<file path="config.mk">
export PLATFORM = sky130hd
export DESIGN_NAME = html_char_classifier_core
export DESIGN_NICKNAME = d
export VERILOG_FILES = /design/src/rtl/hcc_pkg.sv /design/src/rtl/html_char_classifier_core.sv
export SDC_FILE = /design/constraint.sdc
export NUM_CORES = 1
export LEC_CHECK = 0
export ABC_CLOCK_PERIOD_IN_PS = 3600
export BUFFER_PORTS_ARGS = -buffer_cell sky130_fd_sc_hd__buf_2
export CAP_MARGIN = 20
export CORE_MARGIN = 4
export CORE_UTILIZATION = 30
export CTS_CLUSTER_SIZE = 10
export DETAILED_ROUTE_END_ITERATION = 12
export GPL_TIMING_DRIVEN = 0
export PLACE_DENSITY_LB_ADDON = 0.12
export SETUP_SLACK_MARGIN = 0.4
export SYNTH_ARGS = -nofsm -noshare
export SYNTH_HDL_FRONTEND = slang
export SYNTH_SLANG_ARGS = --single-unit
export TNS_END_PERCENT = 50
</file>
<file path="constraint.sdc">
create_clock -name clk -period 3.6 [get_ports clk]
set_input_delay 0.36 -clock clk [delete_from_list [all_inputs] [get_ports clk]]
set_output_delay 0.36 -clock clk [all_outputs]
set_load 0.05 [all_outputs]
</file>
<file path="src/rtl/hcc_pkg.sv">
package hcc_pkg;

  // Significant bits of a code unit; all 16 bits of the input are used.
  localparam int CHAR_BITS = 16;
  localparam logic [15:0] CH_MASK = 16'((33'd1 << CHAR_BITS) - 33'd1);

  localparam logic [15:0] CH_LT   = 16'h003C;
  localparam logic [15:0] CH_GT   = 16'h003E;
  localparam logic [15:0] CH_BANG = 16'h0021;
  localparam logic [15:0] CH_DASH = 16'h002D;
  localparam logic [15:0] CH_AMP  = 16'h0026;
  localparam logic [15:0] CH_SEMI = 16'h003B;
  localparam logic [15:0] CH_APOS = 16'h0027;
  localparam logic [15:0] CH_QUOT = 16'h0022;

  typedef enum logic [1:0] {
    MODE_NORMAL  = 2'd0,
    MODE_COMMENT = 2'd1,
    MODE_TAG     = 2'd2
  } mode_t;

  typedef enum logic [2:0] {
    CLS_PLAIN   = 3'd0,
    CLS_ENTITY  = 3'd1,
    CLS_TAG     = 3'd2,
    CLS_ATTR    = 3'd3,
    CLS_COMMENT = 3'd4
  } cls_t;

  typedef struct packed {
    cls_t        cls;
    logic [15:0] quote;
    logic        space;
    logic        closes;
  } tag_res_t;

  // Characters of the comment opener "<!--", by position.
  function automatic logic [15:0] opener(logic [1:0] idx);
    logic [15:0] r;
    unique case (idx)
      2'd0: r = CH_LT;
      2'd1: r = CH_BANG;
      default: r = CH_DASH;
    endcase
    return r;
  endfunction

  function automatic logic is_ws(logic [15:0] c);
    return (c >= 16'h0009 && c <= 16'h000D) || c == 16'h0020 || c == 16'h00A0 ||
           c == 16'h1680 || c == 16'h180E || (c >= 16'h2000 && c <= 16'h200A) ||
           c == 16'h2028 || c == 16'h2029 || c == 16'h202F || c == 16'h205F ||
           c == 16'h3000;
  endfunction

  // One character inside a tag: track quotes and the first whitespace.
  function automatic tag_res_t tag_char(logic [15:0] c, logic last,
                                        logic [15:0] quote, logic space);
    tag_res_t r;
    logic     closes;
    r.quote = quote;
    r.space = space;
    closes  = 1'b0;
    if (quote == 16'h0000) begin
      if (c == CH_APOS || c == CH_QUOT) r.quote = c;
      else if (is_ws(c) && !space) r.space = 1'b1;
      else if (c == CH_GT) closes = 1'b1;
    end else begin
      if (is_ws(c) && !space) r.space = 1'b1;
      else if (c == quote) r.quote = 16'h0000;
    end
    r.cls    = (r.space && !closes && !last) ? CLS_ATTR : CLS_TAG;
    r.closes = closes;
    if (closes) begin
      r.quote = 16'h0000;
      r.space = 1'b0;
    end
    return r;
  endfunction

endpackage

</file>
<file path="src/rtl/html_char_classifier_core.sv">
// HTML character classifier.
//
// Input stream (s_*): one UTF-16 code unit per transfer in s_tdata, with
// s_tlast marking the last character of a text line. Output stream (m_*):
// each input causes zero to four results, one per transfer, holding the
// character and its class (plain, entity, tag, attribute, comment);
// m_tlast flags the final result caused by one input.
//
// An accepted character waits in the input register until the result group
// register is free; its results are then loaded into the result group, whose
// entry 0 drives the output.
// Throughput: one input per cycle while each input gives at most one result
// and m_tready stays high; an input that flushes a held "<" prefix gives up
// to four results, and the next input waits until the last of them leaves,
// since the result group drains one entry per transfer.
// A "<" is held with no result until the next characters decide "<!--".
//
// Reset (rst, synchronous) empties both registers and returns the lexer to
// normal text with no held prefix. When m_tready is low the result group
// holds, the input register fills once, and s_tready then drops.
module html_char_classifier_core (
  input  logic        clk,
  input  logic        rst,
  input  logic        s_tvalid,
  output logic        s_tready,
  input  logic [15:0] s_tdata,   // [15:0] char_code
  input  logic        s_tlast,   // line_end
  output logic        m_tvalid,
  input  logic        m_tready,
  output logic [23:0] m_tdata,   // [15:0] out_char, [18:16] char_class, rest zero
  output logic        m_tlast    // last_of_run
);
  import hcc_pkg::*;

  // Input register
  logic        in_valid;
  logic [15:0] in_char;
  logic        in_last;

  // Lexer state
  mode_t       mode, mode_next;
  logic        ent, ent_next;
  logic [1:0]  held, held_next;
  logic [1:0]  dash, dash_next;
  logic [15:0] quote, quote_next;
  logic        space, space_next;

  // Results of the item in the input register
  logic [15:0] res_char [4];
  cls_t        res_cls  [4];
  logic [2:0]  res_n;

  // Result group: entry 0 is on the output, the rest wait behind it
  logic [15:0] g_char [4];
  cls_t        g_cls  [4];
  logic [2:0]  g_cnt;

  logic        process;

  // Load a new group once the current one is gone or leaves this cycle.
  assign process  = in_valid && ((g_cnt == 3'd0) || (g_cnt == 3'd1 && m_tready));
  assign s_tready = !in_valid || process;

  assign m_tvalid = (g_cnt != 3'd0);
  assign m_tlast  = (g_cnt == 3'd1);
  assign m_tdata  = {5'b00000, g_cls[0], g_char[0]};

  always_comb begin : classify
    tag_res_t    tr;
    logic [15:0] c;
    logic        do_disp;
    logic [1:0]  k;
    mode_next  = mode;
    ent_next   = ent;
    held_next  = held;
    dash_next  = dash;
    quote_next = quote;
    space_next = space;
    res_n      = 3'd0;
    do_disp    = 1'b0;
    tr         = '0;
    for (int i = 0; i < 4; i++) begin
      res_char[i] = 16'h0000;
      res_cls[i]  = CLS_PLAIN;
    end
    c = in_char & CH_MASK;

    priority if (held != 2'd0) begin
      if (c == opener(held) && held == 2'd3) begin
        // Full "<!--": all four characters are comment; its dashes count.
        for (int i = 0; i < 3; i++) begin
          res_char[i] = opener(2'(i));
          res_cls[i]  = CLS_COMMENT;
        end
        res_char[3] = c;
        res_cls[3]  = CLS_COMMENT;
        res_n       = 3'd4;
        held_next   = 2'd0;
        mode_next   = MODE_COMMENT;
        dash_next   = 2'd2;
      end else if (c == opener(held) && !in_last) begin
        held_next = 2'(held + 2'd1);
      end else begin
        // Prefix broken: replay the held characters as tag characters.
        held_next = 2'd0;
        mode_next = MODE_TAG;
        for (int i = 0; i < 3; i++) begin
          if (2'(i) < held) begin
            tr          = tag_char(opener(2'(i)), 1'b0, quote_next, space_next);
            res_char[i] = opener(2'(i));
            res_cls[i]  = tr.cls;
            quote_next  = tr.quote;
            space_next  = tr.space;
            if (tr.closes) mode_next = MODE_NORMAL;
          end
        end
        res_n   = {1'b0, held};
        do_disp = 1'b1;
      end
    end else begin
      do_disp = 1'b1;
    end

    k = res_n[1:0];
    if (do_disp) begin
      priority if (mode_next == MODE_COMMENT) begin
        if (c == CH_DASH) begin
          if (dash_next < 2'd2) dash_next = 2'(dash_next + 2'd1);
        end else if (c == CH_GT && dash_next >= 2'd2) begin
          mode_next = MODE_NORMAL;
          dash_next = 2'd0;
        end else begin
          dash_next = 2'd0;
        end
        res_char[k] = c;
        res_cls[k]  = CLS_COMMENT;
        res_n       = 3'(res_n + 3'd1);
      end else if (mode_next == MODE_TAG) begin
        tr          = tag_char(c, in_last, quote_next, space_next);
        quote_next  = tr.quote;
        space_next  = tr.space;
        if (tr.closes) mode_next = MODE_NORMAL;
        res_char[k] = c;
        res_cls[k]  = tr.cls;
        res_n       = 3'(res_n + 3'd1);
      end else if (ent_next) begin
        if (c == CH_SEMI) ent_next = 1'b0;
        res_char[k] = c;
        res_cls[k]  = CLS_ENTITY;
        res_n       = 3'(res_n + 3'd1);
      end else if (c == CH_AMP) begin
        ent_next    = 1'b1;
        res_char[k] = c;
        res_cls[k]  = CLS_ENTITY;
        res_n       = 3'(res_n + 3'd1);
      end else if (c == CH_LT) begin
        if (in_last) begin
          // No room left on the line for "<!--": plain tag opener.
          mode_next   = MODE_TAG;
          tr          = tag_char(c, 1'b1, quote_next, space_next);
          quote_next  = tr.quote;
          space_next  = tr.space;
          if (tr.closes) mode_next = MODE_NORMAL;
          res_char[k] = c;
          res_cls[k]  = tr.cls;
          res_n       = 3'(res_n + 3'd1);
        end else begin
          held_next = 2'd1;
        end
      end else begin
        res_char[k] = c;
        res_cls[k]  = CLS_PLAIN;
        res_n       = 3'(res_n + 3'd1);
      end
    end

    // Line end keeps only the mode.
    if (in_last) begin
      ent_next   = 1'b0;
      held_next  = 2'd0;
      dash_next  = 2'd0;
      quote_next = 16'h0000;
      space_next = 1'b0;
    end
  end

  always_ff @(posedge clk) begin
    if (rst) begin
      in_valid <= 1'b0;
    end else if (s_tready) begin
      in_valid <= s_tvalid;
    end
  end

  always_ff @(posedge clk) begin
    if (s_tready && s_tvalid) begin
      in_char <= s_tdata;
      in_last <= s_tlast;
    end
  end

  always_ff @(posedge clk) begin
    if (rst) begin
      mode  <= MODE_NORMAL;
      ent   <= 1'b0;
      held  <= 2'd0;
      dash  <= 2'd0;
      quote <= 16'h0000;
      space <= 1'b0;
    end else if (process) begin
      mode  <= mode_next;
      ent   <= ent_next;
      held  <= held_next;
      dash  <= dash_next;
      quote <= quote_next;
      space <= space_next;
    end
  end

  always_ff @(posedge clk) begin
    if (rst) begin
      g_cnt <= 3'd0;
    end else if (process) begin
      g_cnt <= res_n;
    end else if (m_tvalid && m_tready) begin
      g_cnt <= 3'(g_cnt - 3'd1);
    end
  end

  // Load a fresh group, or advance the queue by one on each transfer.
  always_ff @(posedge clk) begin
    if (process) begin
      for (int i = 0; i < 4; i++) begin
        g_char[i] <= res_char[i];
        g_cls[i]  <= res_cls[i];
      end
    end else if (m_tvalid && m_tready) begin
      for (int i = 0; i < 3; i++) begin
        g_char[i] <= g_char[i + 1];
        g_cls[i]  <= g_cls[i + 1];
      end
    end
  end

endmodule
</file>
### Yosys cells after proc, flatten, opt, wreduce, memory -nomap -nowiden

Memory sizes are Yosys's and may differ from the RTL's.
Cells that the tools add are included.

| word-level totals | value |
|---|---|
| register bits | 45 |
| latch bits | 0 |
| memory bits (writable) | 76 |
| memory bits (read-only) | 0 |
| input port bits | 21 |
| output and inout bits | 27 |
| logic and storage cells | 451 |
| memories kept | 2 |

| operators by class | value |
|---|---|
| add/sub/neg operators | 4 |
| multiply operators | 0 |
| divide/modulo/power cells | 0 |
| order comparisons | 23 |
| eq/ne operators | 65 |
| shift operators | 0 |
| multiplexer cells | 237 |
| bitwise gates (word level) | 18 |
| reduce and logical (&&, ||, !) cells | 92 |

Memories:

| name | words | bits a word | rd ports | clocked after Yosys merged registers in | wr ports | line | text |
|---|---|---|---|---|---|---|---|
| g_char | 4 | 16 | 4 | 0 | 4 | html_char_classifier_core.sv:54 | `logic [15:0] g_char [4];` |
| g_cls | 4 | 3 | 4 | 0 | 4 | html_char_classifier_core.sv:55 | `cls_t g_cls [4];` |

Operator list:

| operator | number |
|---|---|
| $mux W16 | 48 |
| $mux W64 | 7 |
| $mux W17 | 23 |
| $eq A16 B14 Y1 const B | 20 |
| $eq A16 B6 Y1 const B | 20 |
| $eq A16 B13 Y1 const B | 8 |
| $eq A16 B16 Y1 | 6 |
| $mux W12 | 8 |
| $mux W2 | 41 |
| $mux W1 | 81 |
| $mux W38 | 2 |
| $bwmux W64 | 1 |
| $eq A16 B8 Y1 const B | 4 |
| $ge A16 B14 Y1 const B | 4 |
| $ge A16 B4 Y1 const B | 4 |
| $le A16 B14 Y1 const B | 4 |
| $le A16 B4 Y1 const B | 4 |
| $logic_not A16 Y1 | 4 |
| $mux W54 | 1 |
| $mux W3 | 16 |
| $logic_or A1 B1 Y1 | 46 |
| $demux W16 S2 | 1 |
| $logic_and A1 B1 Y1 | 25 |
| $and A8 B8 Y8 | 3 |
| other kinds (31) | 58 |

### Logic depth before layout (Yosys ltp)

| depth | value |
|---|---|
| word-level depth | 85 |
| depth in mapped cells | 14 |
| depth with buffers taken out | 13 |

### Worst setup path after synthesis

Ideal clock, no wire load.

| timing path | value |
|---|---|
| kind | register -> register |
| start point | register g_cnt[0] |
| end point | memory g_char[0][8] (data pin) |
| library setup time | 256 ps |
| arrival | 3533 ps |
| required time | 3344 ps |
| path slack | -189 ps |
| stages on the path, launching flop included | 11 |
| path buffers | 1 |
| clock period less this slack | 3789 ps |
| cell sequence | dfxtp_1 > inv_1 > ha_1 > nand2b_1 > mux2i_1 > inv_1 > nand2_1 > nand2_1 > nor2_1 > buf_2 > a22o_1 |

RTL lines:

| element | line | text |
|---|---|---|
| start, declared | html_char_classifier_core.sv:56 | `logic [2:0] g_cnt;` |
| start signal, assigned | html_char_classifier_core.sv:224 | `g_cnt <= res_n;` |
| start signal, assigned | html_char_classifier_core.sv:226 | `g_cnt <= 3'(g_cnt - 3'd1);` |
| end, declared | html_char_classifier_core.sv:54 |  |

==> reports/metrics.yaml <==
yosys:
  synth_compound_area_share_pct: 21.66
  postSynthCellCount: 610
  synthSimpleGateAreaFrac_pct: 18.20
  yosysSeqAreaShare_pct: 50.39
  synthAdderAreaFrac_pct: 2.444
  yosysWarningCount: 0
  synth_cell_types: 89
  synth_top_family_by_area: "compound AO/OA/AOI/OAI gates"
  muxShareOfSynthArea_pct: 0.3008
  ys_seq_elements: 121
  netlist_area_sq_um: 6655
  synth_edf_count: 93
  synth.avg_cell_area_sq_um: 10.91
  synth_xor_area_share_pct: 1.842
  synth-async-reset-ratio_pct: 0
  synth_top_flop_cell: "edfxtp_1"
cells_and_area:
  area_growth_syn_to_layout_pct: 20.04
  regArea_sq_um: 3361
  final_area_sq_um: 7989
  n_fill_cell: 2192
  multi_input_area_sq_um: 3028
  final_layout_size_suffix_gt1_share_pct: 23.24
  diodes: 0
  final_util_pct: 36.61
  fin_nets: 718
timing:
  clock.fmax_ghz: 0.3315
  rsz0062_at_grt: "false"
  skew_ns: 0.01448
  fin_crit_sh_pct: 83.80
  slew_headroom_pct: 43.67
  setup_viol: 0
  fin_ws_ns: 0.5833
  slew_violations: 0
  fin_crit_ns: 3.017
  final-hold-violation-count: 0
  max_slew.worst_pin.slew_ns: 0.8449
  tns_ns: 0
clock_network:
  clk_pin_slew_worst_paths_ns: 0.07
  clkLatencyLatePin_ns: 0.43
  ctsHoldBuffers: 0
  clock_sinks: 121
  htree_levels: 4
  clockBufferDepth: 2
  cts_made_buffers: 17
  clk_root_buffer_cell: "clkbuf_16"
  cts_tree: "yes"
detailed_routing:
  viasPerCell: 5.315
  wl_um: 18680
  dr_total_vias: 5193
  postRouteAntennaNets: 0
  drt_pre_antenna_iters: 5
  drtIter0Drc: 345
  wl_per_cell_um: 19.11
  drc: 0
placement:
  post_dp_cell_area_sq_um: 7278
  dp_slack_ns: -0.2570
  place_hpwl_um: 13630
  port_buffers: 42
  gp_congestion: 0.9084
critical_path:
  critPathKind: "flip-flop to flip-flop"
  crit_buf_inv: 3
  crit_fanout: 10
  cpLargestDelayFamily: "compound AO/OA/AOI/OAI gates"
  cpMaxStageDelayCell: "a31oi_2"
  end_kind: "flip-flop"
  crit_top_cell: "nand2_1"
  slowest_delay_ns: 0.53
  crit_required_ns: 3.88
  arrival_ns: 3.30
  start_kind: "flip-flop"
  cp_cell_sequence: "inv_1 -> ha_1 -> buf_4 -> and3b_1 -> o22ai_1 -> o21ai_0 -> a31oi_2 -> nand2_1 -> nand2_1 -> clkbuf_2 -> and2_1"
pwr:
  leakage_uw: 0.002993
  powerDensity_nw_per_um2: 700.0
  ir_worst_vdd_v: 0.0003110
global_routing:
  antenna_found_initial: 0
  track_usage_pct: 15.42
  overflow: 0
  grt_pass1_vias: 5203
  grt_start_max_net_pins: 43
  grt_pass1_wl_um: 29350
floorplanning:
  core_sq_um: 21820
  initial_core_util_pct: 30.50
  die_w_um: 156.9
  io-pin-count: 48
  num_rows: 54
  dieArea_sq_um: 24630
  die_h_um: 156.9
run:
  max_cap_violations: 0
hold_path:
  hold_path.class: "input pin to flip-flop"
run_status:
  outcome: "finished, final reports clean"
through the flow:
step / power, uW / hold slack (ns) / instances
3_5_place_dp: 3834 / 0.4493 / 937
6_report: 5592 / 0.1055 / 977
5_1_grt: 5876 / 0.08788 / 977
4_1_cts: 5628 / 0.09077 / 970
3_3_place_gp: 3801 / 0.4406 / 936
2_1_floorplan: 3383 / 0.4319 / 614
state kept, by name, indices dropped and copies added (netlist names), 2 cells and up:
signal,count
g_char,64
classify.c,16
quote,16
g_cls,12
g_cnt,3
dash,2
held,2
mode,2
synthesized netlist by cell type (4+ instances only):
cell type  count  share of area [%]
a21oi_1       35                2.6
a22o_1        40                5.3
a2bb2oi_1      4               0.53
a31oi_1       10               0.94
and2_1        19                1.8
and3_1         6               0.56
buf_2         12               0.90
buf_4          8               0.90
clkbuf_1      19                1.1
dfxtp_1       28                8.4
edfxtp_1      93                 42
ha_1          13                2.4
inv_1         27                1.5
nand2_1       41                2.3
nand2b_1       9               0.85
nand3_1       17                1.3
nand4_1       11                1.0
nor2_1        32                1.8
nor2b_1        8               0.75
nor3_1         7               0.53
nor3b_1        7               0.79
nor4_1         9               0.85
nor4_4         4                1.3
o2111ai_1      4               0.53
o21ai_0       30                2.3
o21ai_1        4               0.30
o22a_1         6               0.79
o31ai_1        4               0.45
o41ai_2        8                2.0
xor2_1        12                1.6
report_power, final:
group | internal (uW) | switching (uW) | total [uW]
registers | 2020 | 116 | 2140
clock network | 1050 | 732 | 1780
logic | 481 | 1190 | 1670
total | 3560 | 2040 | 5590
cell families after synthesis:
logic type	Yosys count
adder cells (fa/ha/maj)	13
AO/OA/AOI/OAI	183
XOR/XNOR	14
multiplexers	2
AND/OR/NAND/NOR	202
buffers and inverters	74
flip-flops	121
other	1
final timing paths:
path	end	slack, ns	start	cells after the start
setup reg to reg	g_char[3][13]	0.58	held[0]	11
hold reg to reg	g_cnt[1]	0.45	g_cnt[1]	2
setup / recovery	g_char[3][13]	0.58	held[0]	11
hold / removal	classify.c[5]	0.11	s_tdata[5]	1
repair_timing:
action,in CTS,in global routing
buffers inserted,1,7
pin swaps,1,4
setup endpoints to repair,67,55
gates resized for setup,8,14
routing by layer:
metal	GRT usage [%]	part of all wire [%]	up-vias
li1	-	-	2471
met1	20.32	45	2526
met2	24.88	48	167
met3	2.997	4.9	29
met4	6.488	2.1	0
met5	0	0	-
final cells by class:
cell class / instances / area share, %
Buffer: 45 / 3.023
Clock buffer: 17 / 5.325
Sequential cell: 121 / 42.07
Clock inverter: 15 / 2.255
Tap cell: 280 / 4.385
Inverter: 29 / 1.410
Multi-Input combinational cell: 419 / 37.90
Timing Repair Buffer: 51 / 3.634
layout by cell type (no fill, tap or decap), types with 4 or more instances in the layout:
| cell type | n |
|---|---|
| a21oi_1 | 35 |
| a22o_1 | 40 |
| a2bb2oi_1 | 4 |
| a31oi_1 | 10 |
| and2_1 | 19 |
| and3_1 | 6 |
| buf_2 | 53 |
| buf_4 | 18 |
| clkbuf_1 | 15 |
| clkbuf_16 | 17 |
| clkbuf_2 | 5 |
| conb_1 | 5 |
| dfxtp_1 | 26 |
| edfxtp_1 | 93 |
| ha_1 | 12 |
| inv_1 | 25 |
| inv_6 | 5 |
| inv_8 | 4 |
| nand2_1 | 37 |
| nand2b_1 | 8 |
| nand3_1 | 17 |
| nand4_1 | 11 |
| nor2_1 | 31 |
| nor2b_1 | 8 |
| nor3_1 | 6 |
| nor3b_1 | 6 |
| nor4_1 | 9 |
| nor4_4 | 4 |
| o2111ai_1 | 4 |
| o21ai_0 | 29 |
| o21ai_1 | 5 |
| o22a_1 | 5 |
| o31ai_1 | 4 |
| o41ai_2 | 8 |
| xor2_1 | 12 |
(Power assumes the default switching activity.)
